[config.mk]
export PLATFORM = sky130hd
export DESIGN_NAME = request_line_protocol_classifier_flat
export DESIGN_NICKNAME = d
export VERILOG_FILES = /design/src/rtl/rlpc_pkg.sv /design/src/rtl/rlpc_in_if.sv /design/src/rtl/rlpc_out_if.sv /design/src/rtl/request_line_protocol_classifier.sv /design/src/flat_wrapper.sv
export SDC_FILE = /design/constraint.sdc
export NUM_CORES = 1
export LEC_CHECK = 0
export BUFFER_PORTS_ARGS = -buffer_cell sky130_fd_sc_hd__buf_2
export CAP_MARGIN = 15
export CORE_MARGIN = 10
export CORE_UTILIZATION = 50
export DETAILED_ROUTE_END_ITERATION = 10
export PLACE_DENSITY = 0.76
export SYNTH_ARGS = -nofsm -noshare
export SYNTH_HDL_FRONTEND = slang
export SYNTH_SLANG_ARGS = --single-unit
[constraint.sdc]
create_clock -name clk -period 4.9 [get_ports clk]
set_input_delay 0.245 -clock clk [delete_from_list [all_inputs] [get_ports clk]]
set_output_delay 0.245 -clock clk [all_outputs]
set_load 0.02 [all_outputs]
[src/rtl/rlpc_pkg.sv]
// Package: types, keyword tables and codes for the request line classifier.
`default_nettype none
package rlpc_pkg;

	localparam int unsigned NUM_METHODS      = 18;
	localparam int unsigned NUM_RTSP_METHODS = 12;
	localparam int unsigned NUM_PREFIXES     = 5;
	localparam int unsigned METHOD_BYTES     = 13;
	localparam int unsigned PREFIX_BYTES     = 7;
	localparam int unsigned WINDOW_BYTES     = 5;

	typedef logic [7:0] byte_t;
	typedef logic [2:0] category_t;
	typedef logic [1:0] count_t;
	typedef logic [4:0] pos_t;

	localparam category_t CAT_UNKNOWN = 3'd0;
	localparam category_t CAT_HTTP    = 3'd1;
	localparam category_t CAT_HLS     = 3'd2;
	localparam category_t CAT_RTSP    = 3'd3;
	localparam category_t CAT_REVERSE = 3'd4;

	localparam pos_t POS_MAX = 5'd31;
	localparam count_t TOKENS_MAX = 2'd3;

	// Verdict flag positions
	localparam int unsigned V_RTSP_METHOD = 0;
	localparam int unsigned V_HTTP_METHOD = 1;
	localparam int unsigned V_REVERSE     = 2;
	localparam int unsigned V_RTSP_URL    = 3;
	localparam int unsigned V_HLS         = 4;
	localparam int unsigned V_VER_RTSP    = 5;
	localparam int unsigned V_VER_HTTP    = 6;
	localparam int unsigned NUM_VERDICTS  = 7;

	// Prefix slots
	localparam int unsigned P_MTH_HTTP  = 0;
	localparam int unsigned P_MTH_EVENT = 1;
	localparam int unsigned P_URL_RTSP  = 2;
	localparam int unsigned P_VER_RTSP  = 3;
	localparam int unsigned P_VER_HTTP  = 4;

	localparam byte_t CH_CR  = 8'h0D;
	localparam byte_t CH_LF  = 8'h0A;
	localparam byte_t CH_SP  = 8'h20;
	localparam byte_t CH_TAB = 8'h09;
	localparam byte_t CH_VT  = 8'h0B;
	localparam byte_t CH_FF  = 8'h0C;
	localparam byte_t CH_QM  = 8'h3F;
	localparam byte_t CH_HASH = 8'h23;

	localparam logic [NUM_METHODS-1:0] HTTP_METHOD_MASK = 18'h3F010;

	// Strings are right-justified: byte p of an n-byte name sits at lane n-1-p
	localparam logic [8*METHOD_BYTES-1:0] METHOD_NAME [NUM_METHODS] = '{
		"ANNOUNCE", "DESCRIBE", "FLUSH", "GET\137PARAMETER", "OPTIONS", "PAUSE",
		"PLAY", "RECORD", "REDIRECT", "SET\137PARAMETER", "SETUP", "TEARDOWN",
		"DELETE", "GET", "HEAD", "PATCH", "POST", "PUT"
	};
	localparam pos_t METHOD_LEN [NUM_METHODS] = '{
		5'd8, 5'd8, 5'd5, 5'd13, 5'd7, 5'd5, 5'd4, 5'd6, 5'd8,
		5'd13, 5'd5, 5'd8, 5'd6, 5'd3, 5'd4, 5'd5, 5'd4, 5'd3
	};

	localparam logic [8*PREFIX_BYTES-1:0] PREFIX_NAME [NUM_PREFIXES] = '{
		"HTTP/", "EVENT/", "rtsp://", "RTSP/", "HTTP/"
	};
	localparam pos_t PREFIX_LEN [NUM_PREFIXES] = '{5'd5, 5'd6, 5'd7, 5'd5, 5'd5};

	localparam logic [39:0] HLS_DIR   = "/hls/";
	localparam logic [39:0] SUF_M3U8  = ".m3u8";
	localparam logic [31:0] SUF_M3U   = ".m3u";
	localparam logic [23:0] SUF_TS    = ".ts";
	localparam logic [31:0] SUF_M4S   = ".m4s";

	function automatic byte_t fold(input byte_t b);
		return (b >= "A" && b <= "Z") ? byte_t'(b + 8'd32) : b;
	endfunction

	function automatic byte_t method_byte(input int unsigned i, input pos_t pos);
		pos_t k;
		k = pos_t'(METHOD_LEN[i] - 5'd1 - pos);
		return METHOD_NAME[i][k[3:0]*8 +: 8];
	endfunction

	function automatic byte_t prefix_byte(input int unsigned i, input pos_t pos);
		pos_t k;
		k = pos_t'(PREFIX_LEN[i] - 5'd1 - pos);
		return PREFIX_NAME[i][k[2:0]*8 +: 8];
	endfunction

	function automatic byte_t hls_byte(input pos_t pos);
		pos_t k;
		k = pos_t'(5'd4 - pos);
		return HLS_DIR[k[2:0]*8 +: 8];
	endfunction

endpackage
`default_nettype wire

[src/rtl/rlpc_in_if.sv]
// Interface: input byte channel of the request line classifier.
`default_nettype none
interface rlpc_in_if import rlpc_pkg::*; ();
	logic  valid;
	logic  ready;
	byte_t data_byte;
	logic  last_byte;

	modport source (output valid, output data_byte, output last_byte, input ready);
	modport sink   (input valid, input data_byte, input last_byte, output ready);
endinterface
`default_nettype wire

[src/rtl/rlpc_out_if.sv]
// Interface: result channel of the request line classifier.
`default_nettype none
interface rlpc_out_if import rlpc_pkg::*; ();
	logic      valid;
	logic      ready;
	category_t category;
	count_t    token_count;

	modport source (output valid, output category, output token_count, input ready);
	modport sink   (input valid, input category, input token_count, output ready);
endinterface
`default_nettype wire

[src/rtl/request_line_protocol_classifier.sv]
// Top level: request line protocol classifier.
//
// Usage:
//   req carries the opening bytes of a connection, one word per byte, with
//   last_byte set on the final byte. res carries one word per connection:
//   category (unknown, http, hls, rtsp, reverse http) and token_count.
//   The first line ends at CR or LF; later bytes are consumed and ignored.
//   Throughput: one byte per cycle, with no gaps between connections, while a last byte is not held by a stalled res.
//   Timing: a byte is held in an input register, where the match flags are
//   updated from it; the result word is then captured in an output register
//   when the input register advances a last byte.
//   The match logic is a set of parallel per-keyword compares against the
//   current token position, so the rate is set by that single stage.
//   When res stalls, the result word holds and the input register keeps
//   its byte only if it is a last byte; other bytes keep flowing.
//   Reset clears all match state and the valid flags of both registers; after each result
//   the match state returns to its reset value for the next connection.
`default_nettype none
module request_line_protocol_classifier import rlpc_pkg::*; (
	input  wire logic clk,
	input  wire logic arst_n,
	rlpc_in_if.sink   req,
	rlpc_out_if.source res
);

	logic  valid_s1;
	byte_t byte_s1;
	logic  last_s1;
	logic  advance;

	logic      out_valid_q;
	category_t category_q;
	count_t    count_q;

	count_t                   tok_idx_q, tok_idx_d;
	logic                     inside_q, inside_d;
	logic                     active_q, active_d;
	logic                     line_done_q, line_done_d;
	pos_t                     tok_pos_q, tok_pos_d;
	logic [NUM_METHODS-1:0]   method_live_q, method_live_d;
	logic [NUM_PREFIXES-1:0]  prefix_live_q, prefix_live_d;
	logic                     path_ended_q, path_ended_d;
	pos_t                     path_pos_q, path_pos_d;
	logic [1:0]               hls_live_q, hls_live_d;
	logic [8*WINDOW_BYTES-1:0] window_q, window_d;
	logic [NUM_VERDICTS-1:0]  verdicts_q, verdicts_d;
	category_t                category_d;

	byte_t lb;
	logic  is_crlf;
	logic  is_sep;

	assign lb      = fold(byte_s1);
	assign is_crlf = (byte_s1 == CH_CR) || (byte_s1 == CH_LF);
	assign is_sep  = (byte_s1 == CH_SP) || (byte_s1 == CH_TAB) ||
	                 (byte_s1 == CH_VT) || (byte_s1 == CH_FF);

	assign advance   = valid_s1 && (!last_s1 || !out_valid_q || res.ready);
	assign req.ready = !valid_s1 || advance;

	always_comb begin
		tok_idx_d     = tok_idx_q;
		inside_d      = inside_q;
		active_d      = active_q;
		line_done_d   = line_done_q;
		tok_pos_d     = tok_pos_q;
		method_live_d = method_live_q;
		prefix_live_d = prefix_live_q;
		path_ended_d  = path_ended_q;
		path_pos_d    = path_pos_q;
		hls_live_d    = hls_live_q;
		window_d      = window_q;
		verdicts_d    = verdicts_q;
		category_d    = CAT_UNKNOWN;

		if (!line_done_q && !is_crlf && !is_sep) begin
			if (!inside_q) begin
				inside_d      = 1'b1;
				active_d      = tok_idx_q != TOKENS_MAX;
				if (tok_idx_q != TOKENS_MAX) begin
					tok_idx_d = count_t'(tok_idx_q + 2'd1);
				end
				tok_pos_d     = '0;
				method_live_d = '1;
				prefix_live_d = '1;
				path_ended_d  = 1'b0;
				path_pos_d    = '0;
				hls_live_d    = 2'b11;
				window_d      = '0;
			end
			if (active_d) begin
				for (int unsigned i = 0; i < NUM_METHODS; i++) begin
					if (tok_pos_d >= METHOD_LEN[i] || method_byte(i, tok_pos_d) != byte_s1) begin
						method_live_d[i] = 1'b0;
					end
				end
				for (int unsigned i = 0; i < NUM_PREFIXES; i++) begin
					if (tok_pos_d < PREFIX_LEN[i] &&
					    prefix_byte(i, tok_pos_d) != ((i == P_URL_RTSP) ? lb : byte_s1)) begin
						prefix_live_d[i] = 1'b0;
					end
				end
				if (!path_ended_d) begin
					if (byte_s1 == CH_QM || byte_s1 == CH_HASH) begin
						path_ended_d = 1'b1;
					end else begin
						if (path_pos_d < 5'd5 && hls_byte(path_pos_d) != lb) begin
							hls_live_d[0] = 1'b0;
						end
						if (path_pos_d < 5'd4 && hls_byte(path_pos_d) != lb) begin
							hls_live_d[1] = 1'b0;
						end
						window_d = {window_d[8*WINDOW_BYTES-9:0], lb};
						if (path_pos_d != POS_MAX) begin
							path_pos_d = pos_t'(path_pos_d + 5'd1);
						end
					end
				end
				if (tok_pos_d != POS_MAX) begin
					tok_pos_d = pos_t'(tok_pos_d + 5'd1);
				end
			end
		end

		if (!line_done_q && is_crlf) begin
			line_done_d = 1'b1;
		end

		if ((!line_done_q && (is_crlf || is_sep)) || last_s1) begin
			if (inside_d && active_d) begin
				if (tok_idx_d == 2'd1) begin
					for (int unsigned i = 0; i < NUM_METHODS; i++) begin
						if (method_live_d[i] && tok_pos_d == METHOD_LEN[i]) begin
							if (i < NUM_RTSP_METHODS) begin
								verdicts_d[V_RTSP_METHOD] = 1'b1;
							end
							if (HTTP_METHOD_MASK[i]) begin
								verdicts_d[V_HTTP_METHOD] = 1'b1;
							end
						end
					end
					if ((prefix_live_d[P_MTH_HTTP] && tok_pos_d >= PREFIX_LEN[P_MTH_HTTP]) ||
					    (prefix_live_d[P_MTH_EVENT] && tok_pos_d >= PREFIX_LEN[P_MTH_EVENT])) begin
						verdicts_d[V_REVERSE] = 1'b1;
					end
				end else if (tok_idx_d == 2'd2) begin
					if (prefix_live_d[P_URL_RTSP] && tok_pos_d >= PREFIX_LEN[P_URL_RTSP]) begin
						verdicts_d[V_RTSP_URL] = 1'b1;
					end
					if ((hls_live_d[0] && path_pos_d >= 5'd5) ||
					    (hls_live_d[1] && path_pos_d == 5'd4) ||
					    (path_pos_d >= 5'd5 && window_d[39:0] == SUF_M3U8) ||
					    (path_pos_d >= 5'd4 && window_d[31:0] == SUF_M3U) ||
					    (path_pos_d >= 5'd3 && window_d[23:0] == SUF_TS) ||
					    (path_pos_d >= 5'd4 && window_d[31:0] == SUF_M4S)) begin
						verdicts_d[V_HLS] = 1'b1;
					end
				end else begin
					if (prefix_live_d[P_VER_RTSP] && tok_pos_d >= PREFIX_LEN[P_VER_RTSP]) begin
						verdicts_d[V_VER_RTSP] = 1'b1;
					end
					if (prefix_live_d[P_VER_HTTP] && tok_pos_d >= PREFIX_LEN[P_VER_HTTP]) begin
						verdicts_d[V_VER_HTTP] = 1'b1;
					end
				end
			end
			inside_d = 1'b0;
			active_d = 1'b0;
		end

		if (tok_idx_d == TOKENS_MAX) begin
			if (verdicts_d[V_REVERSE]) begin
				category_d = CAT_REVERSE;
			end else if (verdicts_d[V_VER_RTSP] || verdicts_d[V_RTSP_METHOD] ||
			             verdicts_d[V_RTSP_URL]) begin
				category_d = CAT_RTSP;
			end else if (verdicts_d[V_VER_HTTP] || verdicts_d[V_HTTP_METHOD]) begin
				category_d = verdicts_d[V_HLS] ? CAT_HLS : CAT_HTTP;
			end
		end
	end

	always_ff @(posedge clk or negedge arst_n) begin
		if (!arst_n) begin
			valid_s1 <= 1'b0;
			last_s1  <= 1'b0;
		end else if (req.ready) begin
			valid_s1 <= req.valid;
			last_s1  <= req.last_byte;
		end
	end

	always_ff @(posedge clk) begin
		if (req.ready && req.valid) begin
			byte_s1 <= req.data_byte;
		end
	end

	always_ff @(posedge clk or negedge arst_n) begin
		if (!arst_n) begin
			tok_idx_q     <= '0;
			inside_q      <= 1'b0;
			active_q      <= 1'b0;
			line_done_q   <= 1'b0;
			tok_pos_q     <= '0;
			method_live_q <= '0;
			prefix_live_q <= '0;
			path_ended_q  <= 1'b0;
			path_pos_q    <= '0;
			hls_live_q    <= '0;
			window_q      <= '0;
			verdicts_q    <= '0;
		end else if (advance) begin
			if (last_s1) begin
				tok_idx_q     <= '0;
				inside_q      <= 1'b0;
				active_q      <= 1'b0;
				line_done_q   <= 1'b0;
				tok_pos_q     <= '0;
				method_live_q <= '0;
				prefix_live_q <= '0;
				path_ended_q  <= 1'b0;
				path_pos_q    <= '0;
				hls_live_q    <= '0;
				window_q      <= '0;
				verdicts_q    <= '0;
			end else begin
				tok_idx_q     <= tok_idx_d;
				inside_q      <= inside_d;
				active_q      <= active_d;
				line_done_q   <= line_done_d;
				tok_pos_q     <= tok_pos_d;
				method_live_q <= method_live_d;
				prefix_live_q <= prefix_live_d;
				path_ended_q  <= path_ended_d;
				path_pos_q    <= path_pos_d;
				hls_live_q    <= hls_live_d;
				window_q      <= window_d;
				verdicts_q    <= verdicts_d;
			end
		end
	end

	always_ff @(posedge clk or negedge arst_n) begin
		if (!arst_n) begin
			out_valid_q <= 1'b0;
		end else if (advance && last_s1) begin
			out_valid_q <= 1'b1;
		end else if (res.ready) begin
			out_valid_q <= 1'b0;
		end
	end

	always_ff @(posedge clk) begin
		if (advance && last_s1) begin
			category_q <= category_d;
			count_q    <= tok_idx_d;
		end
	end

	assign res.valid       = out_valid_q;
	assign res.category    = category_q;
	assign res.token_count = count_q;

endmodule
`default_nettype wire

[src/flat_wrapper.sv]
// flat-port wrapper written by rule: the top's interface ports become plain ports
module request_line_protocol_classifier_flat import rlpc_pkg::*;
  (clk, arst_n, req_valid, req_data_byte, req_last_byte, req_ready, res_valid, res_category, res_token_count, res_ready);
  rlpc_in_if req_i ();
  rlpc_out_if res_i ();
  input  wire logic clk;
  input  wire logic arst_n;
  input wire logic [$bits(req_i.valid)-1:0] req_valid;
  input wire logic [$bits(req_i.data_byte)-1:0] req_data_byte;
  input wire logic [$bits(req_i.last_byte)-1:0] req_last_byte;
  output wire logic [$bits(req_i.ready)-1:0] req_ready;
  output wire logic [$bits(res_i.valid)-1:0] res_valid;
  output wire logic [$bits(res_i.category)-1:0] res_category;
  output wire logic [$bits(res_i.token_count)-1:0] res_token_count;
  input wire logic [$bits(res_i.ready)-1:0] res_ready;
  assign req_i.valid = req_valid;
  assign req_i.data_byte = req_data_byte;
  assign req_i.last_byte = req_last_byte;
  assign req_ready = req_i.ready;
  assign res_valid = res_i.valid;
  assign res_category = res_i.category;
  assign res_token_count = res_i.token_count;
  assign res_i.ready = res_ready;
  request_line_protocol_classifier u_core (.clk(clk), .arst_n(arst_n), .req(req_i), .res(res_i));
endmodule
; ---- Word-level counts from Yosys, hierarchy flattened
; Index checks and enable logic that the tools add are counted.
[word_totals]
ff_bits = 104
word_cells = 334
output_inout_bits = 7
[op_classes]
eq_ne = 49
n_addsub = 12
reduce_logical = 93
n_mux = 117
n_shift = 23
bitwise = 1
order_cmp = 20
[ops]
columns = cell, count
row1 = $shiftx 104x8->8 const A, 18
row2 = $mux 40, 6
row3 = $shiftx 56x7->8 const A, 4
row4 = $ne 8x8->1, 23
row5 = $mux 5, 18
row6 = $mux 18, 4
row7 = $mux 1, 66
row8 = $eq 32x30->1 const B, 2
row9 = $ge 5x3->1 const B, 9
row10 = $logic_and 1x1->1, 44
row11 = $eq 40x38->1 const B, 1
row12 = $eq 8x4->1 const B, 5
row13 = $shiftx 40x7->8 const A, 1
row14 = $logic_or 1x1->1, 37
row15 = $mux 2, 14
row16 = $eq 5x3->1 const B, 5
row17 = $lt 5x3->1 const B, 5
row18 = $eq 24x22->1 const B, 1
row19 = $eq 8x6->1 const B, 3
row20 = $mux 7, 3
row21 = $sub 3x4->4 const A, 4
row22 = $mux 3, 4
row23 = $add 5x1->5 const B, 2
row24 = $eq 5x4->1 const B, 2
row25 = 21 further kinds, 34

; ---- Logic depth before layout (Yosys ltp)
; Gate-level depths: netlist (run 1).
[logic_depth]
ltp_word = 34
depth_mapped = 19
ltp_nobuf = 15

; ---- Worst setup path after synthesis (run 1)
; No wires, ideal clock.
[synth_timing]
path_type = register to register
startpoint = register u_core.inside_q
endpoint = register u_core.category_q[0], in the netlist u_core.res.category[0] (data pin)
slack_ns = 0.921
arrival_ns = 3.826
path_stages_with_launch = 19
cell_sequence = dfrtp_1 clkbuf_1 buf_2 buf_2 buf_2 buf_2 buf_1 nand2_1 ha_1 clkbuf_1 mux2i_1 xor2_1 nand3_1 a2111oi_0 o311a_1 o22ai_1 a211oi_1 o41ai_2 o21ai_0
[synth_between]
elab_chain_len = 28
word_cells_on_any_way = 249
[synth_rtl]
columns = item, line
row1 = "start, declared", request_line_protocol_classifier.sv:36  ; logic inside_q, inside_d;
row2 = "start signal, assigned", request_line_protocol_classifier.sv:229  ; inside_q <= inside_d;
row3 = $mux 5, request_line_protocol_classifier.sv:77  ; if (!inside_q) begin
row4 = $mux 5, request_line_protocol_classifier.sv:76  ; if (!line_done_q && !is_crlf && !is_sep) begin
row5 = $sub 3x4->4, rlpc_pkg.sv:82  ; k = pos_t'(METHOD_LEN[i] - 5'd1 - pos);
row6 = $shiftx 104x8->8, rlpc_pkg.sv:83  ; return METHOD_NAME[i][k[3:0]*8 +: 8];
row7 = $ne 8x8->1, request_line_protocol_classifier.sv:93  ; if (tok_pos_d >= METHOD_LEN[i] || method_byte(i, tok_pos_d) != byte_s1) begin
row8 = $logic_or 1x1->1, request_line_protocol_classifier.sv:93
row9 = $mux 1, request_line_protocol_classifier.sv:93
row10 = $mux 18, request_line_protocol_classifier.sv:91  ; if (active_d) begin
row11 = [... 2 more ...], -
row12 = $mux 1 (4 in series), request_line_protocol_classifier.sv:133  ; if (method_live_d[i] && tok_pos_d == METHOD_LEN[i]) begin
row13 = $mux 2, request_line_protocol_classifier.sv:133
row14 = $mux 1 (7 in series), request_line_protocol_classifier.sv:133
row15 = $mux 3, request_line_protocol_classifier.sv:131  ; if (tok_idx_d == 2'd1) begin
row16 = $mux 7, request_line_protocol_classifier.sv:130  ; if (inside_d && active_d) begin
row17 = $mux 7, request_line_protocol_classifier.sv:129  ; if ((!line_done_q && (is_crlf || is_sep)) || last_s1) begin
row18 = $logic_or 1x1->1 (2 in series), request_line_protocol_classifier.sv:174  ; end else if (verdicts_d[V_VER_RTSP] || verdicts_d[V_RTSP_METHOD] ||
row19 = $mux 3, request_line_protocol_classifier.sv:174
row20 = "end signal, assigned", request_line_protocol_classifier.sv:256  ; category_q <= category_d;
row21 = "end, declared", request_line_protocol_classifier.sv:32  ; category_t category_q;
; Several ways; a longest one is shown, not always the timed one. The select of a mux whose other input is x is not followed.
; A chain may end at the register's enable or synchronous reset.

; ---- Final worst setup path (run 1)
[layout_timing]
startpoint = register u_core.inside_q
endpoint = register u_core.verdicts_q[0]
[layout_between]
elab_chain_len = 26
word_cells_on_any_way = 112
[layout_rtl]
columns = item, line
row1 = $mux 5, request_line_protocol_classifier.sv:77
row2 = $mux 5, request_line_protocol_classifier.sv:76
row3 = $sub 3x4->4, rlpc_pkg.sv:82
row4 = $shiftx 104x8->8, rlpc_pkg.sv:83
row5 = $ne 8x8->1, request_line_protocol_classifier.sv:93
row6 = $logic_or 1x1->1, request_line_protocol_classifier.sv:93
row7 = $mux 1, request_line_protocol_classifier.sv:93
row8 = $mux 18, request_line_protocol_classifier.sv:91
row9 = $mux 18, request_line_protocol_classifier.sv:76
row10 = $logic_and 1x1->1, request_line_protocol_classifier.sv:133
row11 = $mux 1 (4 in series), request_line_protocol_classifier.sv:133
row12 = $mux 2, request_line_protocol_classifier.sv:133
row13 = $mux 1 (7 in series), request_line_protocol_classifier.sv:133
row14 = $mux 3, request_line_protocol_classifier.sv:131
row15 = $mux 7 *, request_line_protocol_classifier.sv:130
row16 = $mux 7 *, request_line_protocol_classifier.sv:129
row17 = $mux 7 *, request_line_protocol_classifier.sv:214  ; if (last_s1) begin
row18 = "end signal, assigned", request_line_protocol_classifier.sv:239  ; verdicts_q <= verdicts_d;
row19 = "end, declared", request_line_protocol_classifier.sv:46  ; logic [NUM_VERDICTS-1:0] verdicts_q, verdicts_d;
; Mark *: on every way between the ends. The rest lies on a longest branch, timed or not. The select of a mux whose other input is x is not followed.

==> impl_metrics.csv, run 1 <==
group,metric,value,unit
synthesis,synth.top_cell.area_share,24.4,%
min_path,hold_path.class,"in -> reg",
floorplan,start_util,51.3,%
finish,design_area,9910,sq um
clocking,cts_resized,0,
clocking,numCtsBuffers,9,
synthesis,ys_types,89,
clocking,clk_latency,370,ps
flow_run,drv_cap,0,
synthesis,netlist_instances,1195,
finish,nets,1202,
finish,multi_input_area,6080,sq um
floorplan,fp.coreArea,18100,sq um
pwr,ir_drop,0.000207,V
critical_path,crit_path_start_kind,"flip-flop",
drt,drt-total-wl,31.5,mm
grt,antenna_found_initial,0,
synthesis,synth.avg_cell_area,7.80,sq um
critical_path,cp-end-kind,"flip-flop",
timing,period_share,89.6,%
clocking,clk_pin_slew,70,ps
synthesis,asyncSetResetFlopFracSynth,87.5,%
floorplan,die_w,157,microns
synthesis,syn_nets,1233,
finish,drive_gt1_share,9.41,%
critical_path,cp_num_buf_inv,1,
floorplan,fp.dieH,157,microns
timing,setup_viol_count_final,0,
drt,vias_per_cell,6.84,
grt,grt_start_max_net_pins,50,
drt,drc_errors,0,
critical_path,crit_arrival,4680,ps
synthesis,synthFlopType,"dfrtp_1",
grt,grt.total_usage,25.6,%
pwr,p_per_area,332,nW/um^2
synthesis,synth_most_common_cell,"nand2_1",
clocking,cts-root-buf,"clkbuf_16",
placed_design,hpwl,22.0,mm
clocking,cts_max_level,3,
finish,final-seq-area,2670,sq um
critical_path,crit_slowest_cell,"ha_1",
critical_path,worstPathMaxFanout,18,
timing,finalHoldViolCount,0,
finish,area_growth,6.34,%
grt,grt_pass1_vias,9001,
clocking,cts_sinks,104,
finish,diodes,0,
timing,rsz0062_at_grt,"no",
floorplan,num_io_pins,20,
drt,dr_total_vias,9557,
drt,drt_iter0_markers,1059,
timing,fmax,228,MHz
synthesis,syn-cell-area,9320,sq um
critical_path,crit_type,"reg -> reg",
status,status,"complete, no violations",
finish,fill_cells,1752,
synthesis,yosys-top-cells-count,"nand2_1 (140), o21ai_0 (95), dfrtp_1 (91), a21oi_1 (82), nor2_1 (75)",
placed_design,place_area,9590,sq um
pwr,p_leak,3.84,nW
timing,final.setup_skew,10.7,ps
clocking,clockBufferDepth,2,
synthesis,synth_seq_cells,104,
placed_design,place.gp.congestion,0.974,
critical_path,crit_required,5190,ps
grt,grt-ovfl-total,0,
critical_path,critPathMaxStageDelay,690,ps
synthesis,synth_edf_count,13,
timing,finalSetupTns,0,ps
critical_path,crit_family,"simple AND/OR/NAND/NOR gates",
drt,postRouteAntennaNets,0,
clocking,tritoncts,"yes",
drt,wl_per_cell,22.6,microns
floorplan,dieArea,24500,sq um
grt,grt_pass1_wl,50.6,mm
timing,slew_viol_final,0,
synthesis,ys_top_cells_by_area,"dfrtp_1 (24%), nand2_1 (5.6%), o21ai_0 (5.1%)",
synthesis,seq_area_frac_synth,28.6,%
synthesis,yosys_warnings,0,
critical_path,path_cells,"nand2_1 > ha_1 > inv_1 > ha_1 > nand2_1 > nand3_1 > nor3b_1 > nand2b_1 > o41ai_1 > a2111oi_0 > a211o_1 > a31oi_1",
timing,fin_crit,4390,ps
floorplan,num_rows,49,
placed_design,io_buffers,19,
synthesis,synth.largest_area_cell,"dfrtp_1",
timing,hold_ws,48.2,ps
drt,first_pass_iters,6,
timing,worstMarginPinSlew,1080,ps
timing,relSlewSlack,27.0,%
[final timing paths]
check                                              from                       to  slack [ps]  depth (start not counted)
worst max-delay path                    u_core.inside_q     u_core.verdicts_q[0]         510                         12
worst min-delay path                   req_data_byte[3]        u_core.byte_s1[3]          50                          1
worst max register to register          u_core.inside_q     u_core.verdicts_q[0]         510                         12
worst min register to register  u_core.method_live_q[5]  u_core.method_live_q[5]         490                          1
max in group asynchronous                        arst_n          u_core.inside_q        3360                          3
min in group asynchronous                        arst_n      u_core.window_q[33]         430                          2
[per-stage QoR]
stage | worst slack, ps | total power, mW | utilization (%) | cells
floorplan | 921 | 2.09 | - | 1195
global placement | 788 | 2.46 | 52.8 | 1381
detailed placement | 622 | 2.48 | 52.8 | 1381
CTS | 637 | 3.26 | 54.6 | 1398
global route | 128 | 3.47 | 54.6 | 1398
finish | 509 | 3.29 | 54.6 | 1398
[cells by family after synthesis]
| group | after synthesis | share of synthesized area (%) |
|---|---|---|
| xor gates and xnor gates | 79 | 7.43 |
| adders and majority gates | 25 | 3.36 |
| buffers and inverters | 143 | 6.18 |
| DFF | 104 | 28.6 |
| AOI/OAI and AO/OA | 432 | 31.9 |
| muxes | 11 | 1.22 |
| and+or+nand+nor | 401 | 21.3 |
[layer usage]
layer / GRT usage (%) / vias to the layer above / wire [microns]
li1: - / 4390 / -
met1: 32.8 / 4576 / 12800
met2: 40.4 / 489 / 14500
met3: 3.97 / 102 / 2430
met4: 14.4 / 0 / 1760
met5: 0 / - / 0
[power by group]
group	switching (mW)	internal, mW	leakage [nW]
sequential	0.104	0.959	1.36
clock	0.365	0.408	0.149
combinational	0.934	0.518	2.33
[flip-flops by register name (all words and copies together), names as in the netlist]
name	cells
u_core.line_done_q	1
u_core.tok_pos_q	5
u_core.verdicts_q	7
u_core.hls_live_q	2
u_core.path_pos_q	5
u_core.valid_s1	1
u_core.inside_q	1
u_core.method_live_q	18
u_core.prefix_live_q	5
u_core.res.token_count	2
u_core.res.category	3
u_core.tok_idx_q	2
u_core.byte_s1	8
u_core.active_q	1
u_core.res.valid	1
u_core.path_ended_q	1
u_core.last_s1	1
u_core.window_q	40
[cells in the final DEF, fill, tap and decap left out, types with 11 or more instances in the layout]
cell type / count
a211oi_1: 12
or3_1: 12
a22oi_1: 24
inv_1: 36
nor3_1: 25
o21ai_0: 95
nand2_1: 139
a31oi_1: 16
a22o_1: 32
ha_1: 25
buf_2: 18
nor2b_1: 12
edfxtp_1: 13
dfrtp_1: 90
xor2_1: 25
nor2_1: 73
o22ai_1: 29
a21oi_1: 82
buf_4: 41
nand2b_1: 18
nor4_1: 16
nand4_1: 14
o31ai_1: 11
nand3_1: 38
xnor2_1: 54
[cell type report]
| type | count | share of cell area, % |
|---|---|---|
| clock buffers | 9 | 2.27 |
| well taps | 229 | 2.89 |
| multi-input cells | 948 | 61.4 |
| clock inverters | 7 | 0.846 |
| inverters | 41 | 1.55 |
| repair buffers | 60 | 4.12 |
| flip-flops and latches | 104 | 26.9 |
[timing repair]
action | in CTS | in global routing
hold buffers | 1 | 0
endpoints found under the hold margin | 46 | 0
buffers inserted | 0 | 0
No activity file was read; power rests on OpenSTA's default activity.
==> run 2: changes to the inputs <==
ABC_AREA = 1   (was unset)
PLACE_DENSITY = 0.64   (was 0.76)
==> impl_metrics.csv, run 2 <==
group,metric,value,unit
synthesis,seq_area_frac_synth,28.0,%
floorplan,fp.dieH,158,microns
drt,drt-total-wl,30.9,mm
timing,setup_viol_count_final,0,
timing,rsz0062_at_grt,"no",
placed_design,hpwl,22.3,mm
clocking,tritoncts,"yes",
finish,largestRegisters,"u_core.window_q x40, u_core.method_live_q x18, u_core.byte_s1 x8",
synthesis,netlist_instances,1520,
drt,wl_per_cell,17.7,microns
timing,fin_crit,4170,ps
synthesis,ys_top_cells_by_area,"dfrtp_1 (24%), nand2_1 (20%), inv_1 (6.2%)",
synthesis,yosys_warnings,0,
synthesis,syn_nets,1558,
synthesis,synth_seq_cells,104,
floorplan,start_util,50.9,%
finish,nets,1544,
clocking,postCtsSetupBuffers,0,
synthesis,yosys-top-cells-count,"nand2_1 (504), inv_1 (157), nor2_1 (144), nand3_1 (112), o21ai_0 (106)",
synthesis,synth.avg_cell_area,6.27,sq um
clocking,numCtsBuffers,9,
finish,final-seq-area,2670,sq um
grt,grt_pass1_wl,49.6,mm
timing,slew_viol_final,0,
finish,layout_common_cells,"nand2_1 (504), inv_1 (156), nor2_1 (143), nand3_1 (112), o21ai_0 (106)",
drt,dr_total_vias,9815,
placed_design,place.gp.congestion,1.01,
synthesis,synthAdderAreaFrac,3.28,%
finish,fill_cells,1920,
finish,multi_input_area,5800,sq um
timing,final.setup_skew,14.3,ps
synthesis,ys_types,52,
clocking,clk_latency,370,ps
drt,drt_iter0_markers,940,
grt,grt_start_max_net_pins,55,
floorplan,num_rows,50,
finish,final_common_cell,"nand2_1",
status,status,"complete, no violations",
synthesis,synth_xor_area_share,5.61,%
floorplan,num_io_pins,20,
critical_path,crit_top_cell,"nand2_1",
critical_path,crit_path_start_kind,"flip-flop",
min_path,hold_path.class,"in -> reg",
timing,finalSetupTns,0,ps
critical_path,critPathMaxStageDelay,920,ps
floorplan,die_w,158,microns
synthesis,syn-cell-area,9520,sq um
timing,fmax,240,MHz
floorplan,dieArea,25000,sq um
synthesis,synth_top_family_by_area,"simple AND/OR/NAND/NOR gates",
drt,first_pass_iters,6,
grt,grt_pass1_vias,9358,
clocking,cts-root-buf,"clkbuf_16",
critical_path,crit_arrival,4300,ps
drt,drc_errors,0,
critical_path,crit_type,"reg -> reg",
synthesis,synth_most_common_cell,"nand2_1",
finish,diodes,0,
timing,hold_ws,51.9,ps
synthesis,synth_edf_count,13,
grt,grt.total_usage,25.2,%
finish,drive_gt1_share,7.41,%
drt,postRouteAntennaNets,0,
pwr,p_leak,5.01,nW
clocking,clk_pin_slew,90,ps
grt,grt-ovfl-total,0,
critical_path,crit_family,"simple AND/OR/NAND/NOR gates",
clocking,cts_sinks,104,
timing,relSlewSlack,42.5,%
critical_path,crit_slowest_cell,"edfxtp_1",
synthesis,asyncSetResetFlopFracSynth,87.5,%
flow_run,drv_cap,0,
critical_path,cp_num_buf_inv,2,
timing,worstMarginPinSlew,862,ps
floorplan,fp.coreArea,18700,sq um
finish,largest_register_ffs,40,
finish,design_area,10000,sq um
finish,area_growth,5.46,%
pwr,p_per_area,337,nW/um^2
finish,top_register,"u_core.window_q",
critical_path,worstPathMaxFanout,24,
grt,antenna_found_initial,0,
synthesis,synth.largest_area_cell,"dfrtp_1",
placed_design,place_area,9720,sq um
synthesis,synthMuxAreaShare,0,%
synthesis,synth_compound_area_share,15.6,%
synthesis,synthFlopType,"dfrtp_1",
clocking,clockBufferDepth,2,
synthesis,synth-simple-area-share,36.4,%
synthesis,synth.top_cell.area_share,23.9,%
timing,period_share,85.1,%
pwr,ir_drop,0.000272,V
timing,finalHoldViolCount,0,
critical_path,path_cells,"nor2_4 > and2_1 > nand2_2 > nand4_2 > buf_4 > nor2_4 > o21a_1 > nand2_1 > a21oi_2 > nand2_1 > nand3_1 > nand2_1 > inv_1 > nand3_1 > a21oi_2 > a21oi_1",
drt,vias_per_cell,5.62,
clocking,cts_max_level,3,
critical_path,crit_required,5030,ps
placed_design,io_buffers,19,
critical_path,cp-end-kind,"flip-flop",
-- run 2: cell count changes in the layout (fill, tap and decap cells not counted), moves of 46 or more --
cell	delta
nand2_1	+365
inv_1	+120
nand3_1	+74
nor2_1	+70
xnor2_1	-49
a21oi_1	-46
-- run 2: metal layers --
layer	vias to the layer above	GRT usage [%]	share of wire [%]
met5	-	0	0
met3	65	2.71	5.8
met2	349	43.7	49
li1	4885	-	-
met1	4516	31.0	42
met4	0	10.9	3.7
-- run 2: logic make-up after synthesis --
kind of cell / Yosys count
XOR/XNOR: 61
adder cells (fa/ha/maj): 25
AND/OR/NAND/NOR: 827
flip-flops: 104
buffers and inverters: 246
AO/OA/AOI/OAI: 257
-- run 2: power breakdown --
part	total [mW]	switching (mW)	leakage, nW	internal (mW)
clock network	0.782	0.411	0.152	0.372
logic	1.54	1.07	3.50	0.466
registers	1.06	0.0796	1.36	0.985
total	3.39	1.56	5.01	1.82
-- run 2: what timing repair did --
action,CTS,global route
endpoints found under the setup margin,0,0
hold endpoints to repair,37,0
gates resized for setup,0,0
hold buffers,1,0
-- run 2: through the flow --
stage / std cells / setup slack, ps / power, mW / utilization [%]
2_1_floorplan: 1520 / 1690 / 2.23 / -
3_3_place_gp: 1728 / 832 / 2.59 / 52.0
3_5_place_dp: 1728 / 780 / 2.59 / 52.0
4_1_cts: 1745 / 777 / 3.38 / 53.7
5_1_grt: 1745 / 394 / 3.63 / 53.7
6_report: 1745 / 732 / 3.39 / 53.7
-- run 2: final timing paths --
kind                                              start                 endpoint  slack, ps  cells past startpoint
worst max-delay path                  u_core.byte_s1[0]   u_core.res.category[0]        730                     16
worst min-delay path                   req_data_byte[2]        u_core.byte_s1[2]         50                      1
worst max register to register        u_core.byte_s1[0]   u_core.res.category[0]        730                     16
worst min register to register  u_core.prefix_live_q[1]  u_core.prefix_live_q[1]        490                      2
max in group asynchronous                        arst_n          u_core.inside_q       3340                      3
min in group asynchronous                        arst_n  u_core.method_live_q[2]        400                      2
-- run 2: cell type report --
| class | count | area share (%) |
|---|---|---|
| Clock inverter | 7 | 0.909 |
| Sequential cell | 104 | 26.6 |
| Multi-Input combinational cell | 1170 | 57.7 |
| Timing Repair Buffer | 47 | 3.09 |
| Tap cell | 234 | 2.91 |
| Clock buffer | 9 | 2.24 |
| Inverter | 174 | 6.58 |
==> run 3: changes to the inputs <==
PLACE_DENSITY = 0.66   (was 0.64)
clock period = 3.8 ns   (was 4.9 ns; I/O delays follow)
==> impl_metrics.csv, run 3 (synthesis gave the netlist of run 2 again) <==
group,metric,value,unit
drt,first_pass_iters,6,
floorplan,start_util,50.9,%
drt,dr_total_vias,10100,
timing,setup_slack,332,ps
finish,multi_input_area,5800,sq um
finish,nets,1578,
timing,final.setup_skew,15.2,ps
clocking,clk_pin_slew,90,ps
critical_path,worstPathMaxFanout,10,
clocking,cts_max_level,3,
placed_design,post-place-ws,167,ps
finish,diodes,0,
timing,worstMarginPinSlew,959,ps
pwr,p_leak,5.17,nW
timing,finalHoldViolCount,0,
clocking,cts-root-buf,"clkbuf_16",
drt,postRouteAntennaNets,0,
finish,fill_cells,1933,
finish,area_growth,8.45,%
finish,largest_register_ffs,40,
finish,final-seq-area,2670,sq um
placed_design,io_buffers,19,
drt,vias_per_cell,5.66,
finish,largestRegisters,"u_core.window_q x40, u_core.method_live_q x18, u_core.byte_s1 x8",
critical_path,cp-end-kind,"flip-flop",
grt,grt_start_max_net_pins,68,
flow_run,drv_cap,0,
finish,top_register,"u_core.window_q",
floorplan,num_rows,50,
placed_design,place_area,9890,sq um
clocking,cts_sinks,104,
min_path,hold_path.class,"in -> reg",
timing,fmax,288,MHz
drt,wl_per_cell,17.4,microns
grt,grt_pass1_vias,9386,
timing,slew_viol_final,0,
floorplan,dieArea,25000,sq um
drt,drc_errors,0,
status,status,"complete, no violations",
floorplan,fp.dieH,158,microns
drt,drt_iter0_markers,894,
finish,stdcell_count,1779,
min_path,worstHoldPathCells,2,
finish,final_common_cell,"nand2_1",
pwr,p_per_area,425,nW/um^2
grt,grt-ovfl-total,0,
grt,antenna_found_initial,0,
pwr,p_total,4.39,mW
clocking,clk_latency,360,ps
critical_path,crit_arrival,3680,ps
grt,grt.total_usage,25.2,%
floorplan,die_w,158,microns
floorplan,fp.coreArea,18700,sq um
drt,drt-total-wl,31.0,mm
clocking,tritoncts,"yes",
timing,period_share,91.3,%
pwr,ir_drop,0.000275,V
critical_path,crit_path_start_kind,"flip-flop",
clocking,numCtsBuffers,9,
floorplan,num_io_pins,20,
clocking,clockBufferDepth,2,
timing,finalSetupTns,0,ps
timing,fin_crit,3470,ps
timing,relSlewSlack,36.1,%
finish,design_area,10300,sq um
critical_path,reg2reg_depth,19,
critical_path,crit_type,"reg -> reg",
finish,layout_common_cells,"nand2_1 (504), inv_1 (157), nor2_1 (144), nand3_1 (112), o21ai_0 (106)",
placed_design,place_inst,1749,
placed_design,place.gp.congestion,1.03,
timing,setup_viol_count_final,0,
grt,grt_pass1_wl,50.1,mm
critical_path,crit_required,4020,ps
placed_design,hpwl,22.7,mm
timing,rsz0062_at_grt,"no",
finish,drive_gt1_share,8.87,%
-- run 3: where the power goes --
group	internal [mW]	total [mW]	switching, mW	leakage, nW
Combinational	0.656	2.07	1.42	3.66
Clock	0.470	0.961	0.491	0.150
Sequential	1.27	1.36	0.0905	1.36
Total	2.40	4.39	2.00	5.17
-- run 3: critical path: stages (launching register included) --
cell and delay [ps]:
dfrtp_2 460, nand2_1 150, buf_4 230, ha_1 450, inv_1 220, nand2_1 110
nor2_1 150, xor2_1 170, nand4_1 120, o21ai_0 420, o21ai_0 200, inv_1 90
nand2_1 50, nand2_1 60, inv_1 40, nand2_1 50, nor2_1 40, nand2_1 90
a21oi_2 70, a21oi_1 150
-- run 3: layer usage --
| layer | vias to the layer above | routed length, microns | global-route usage [%] |
|---|---|---|---|
| met2 | 383 | 14500 | 41.4 |
| met4 | 0 | 1440 | 11.8 |
| met5 | - | 0 | 0 |
| met3 | 89 | 2070 | 2.99 |
| met1 | 4646 | 13000 | 32.4 |
| li1 | 4943 | - | - |
-- run 3: stage by stage --
step                      hold WS [ps]  utilization [%]
after global routing              5.06             55.2
after detailed placement           368             52.8
final                             10.9             55.2
after CTS                         1.20             55.0
after floorplan                   -106                -
after global placement             366             52.8
-- run 3: final cells by class --
type / instances / area share, %
timing repair buffer: 81 / 5.81
clock buffer: 9 / 2.18
tap: 234 / 2.83
inverter: 174 / 6.40
multi-input combinational: 1170 / 56.1
clock inverter: 7 / 0.812
sequential: 104 / 25.8
-- run 3: final timing paths --
check                                         startpoint                       end  slack [ps]
worst max-delay path                     u_core.inside_q    u_core.res.category[0]         330
worst max register to register           u_core.inside_q    u_core.res.category[0]         330
worst min register to register  u_core.method_live_q[14]  u_core.method_live_q[14]         490
max in group asynchronous                         arst_n   u_core.prefix_live_q[2]        2340
min in group asynchronous                         arst_n   u_core.method_live_q[5]         510
worst min-delay path                           res_ready          u_core.res.valid          10
-- run 3: timing repair --
| action | 4_1_cts | 5_1_grt |
|---|---|---|
| gates resized for setup | 0 | 1 |
| hold endpoints to repair | 10 | 0 |
| hold buffers | 10 | 0 |
| setup buffers | 0 | 4 |
| setup endpoints to repair | 0 | 4 |
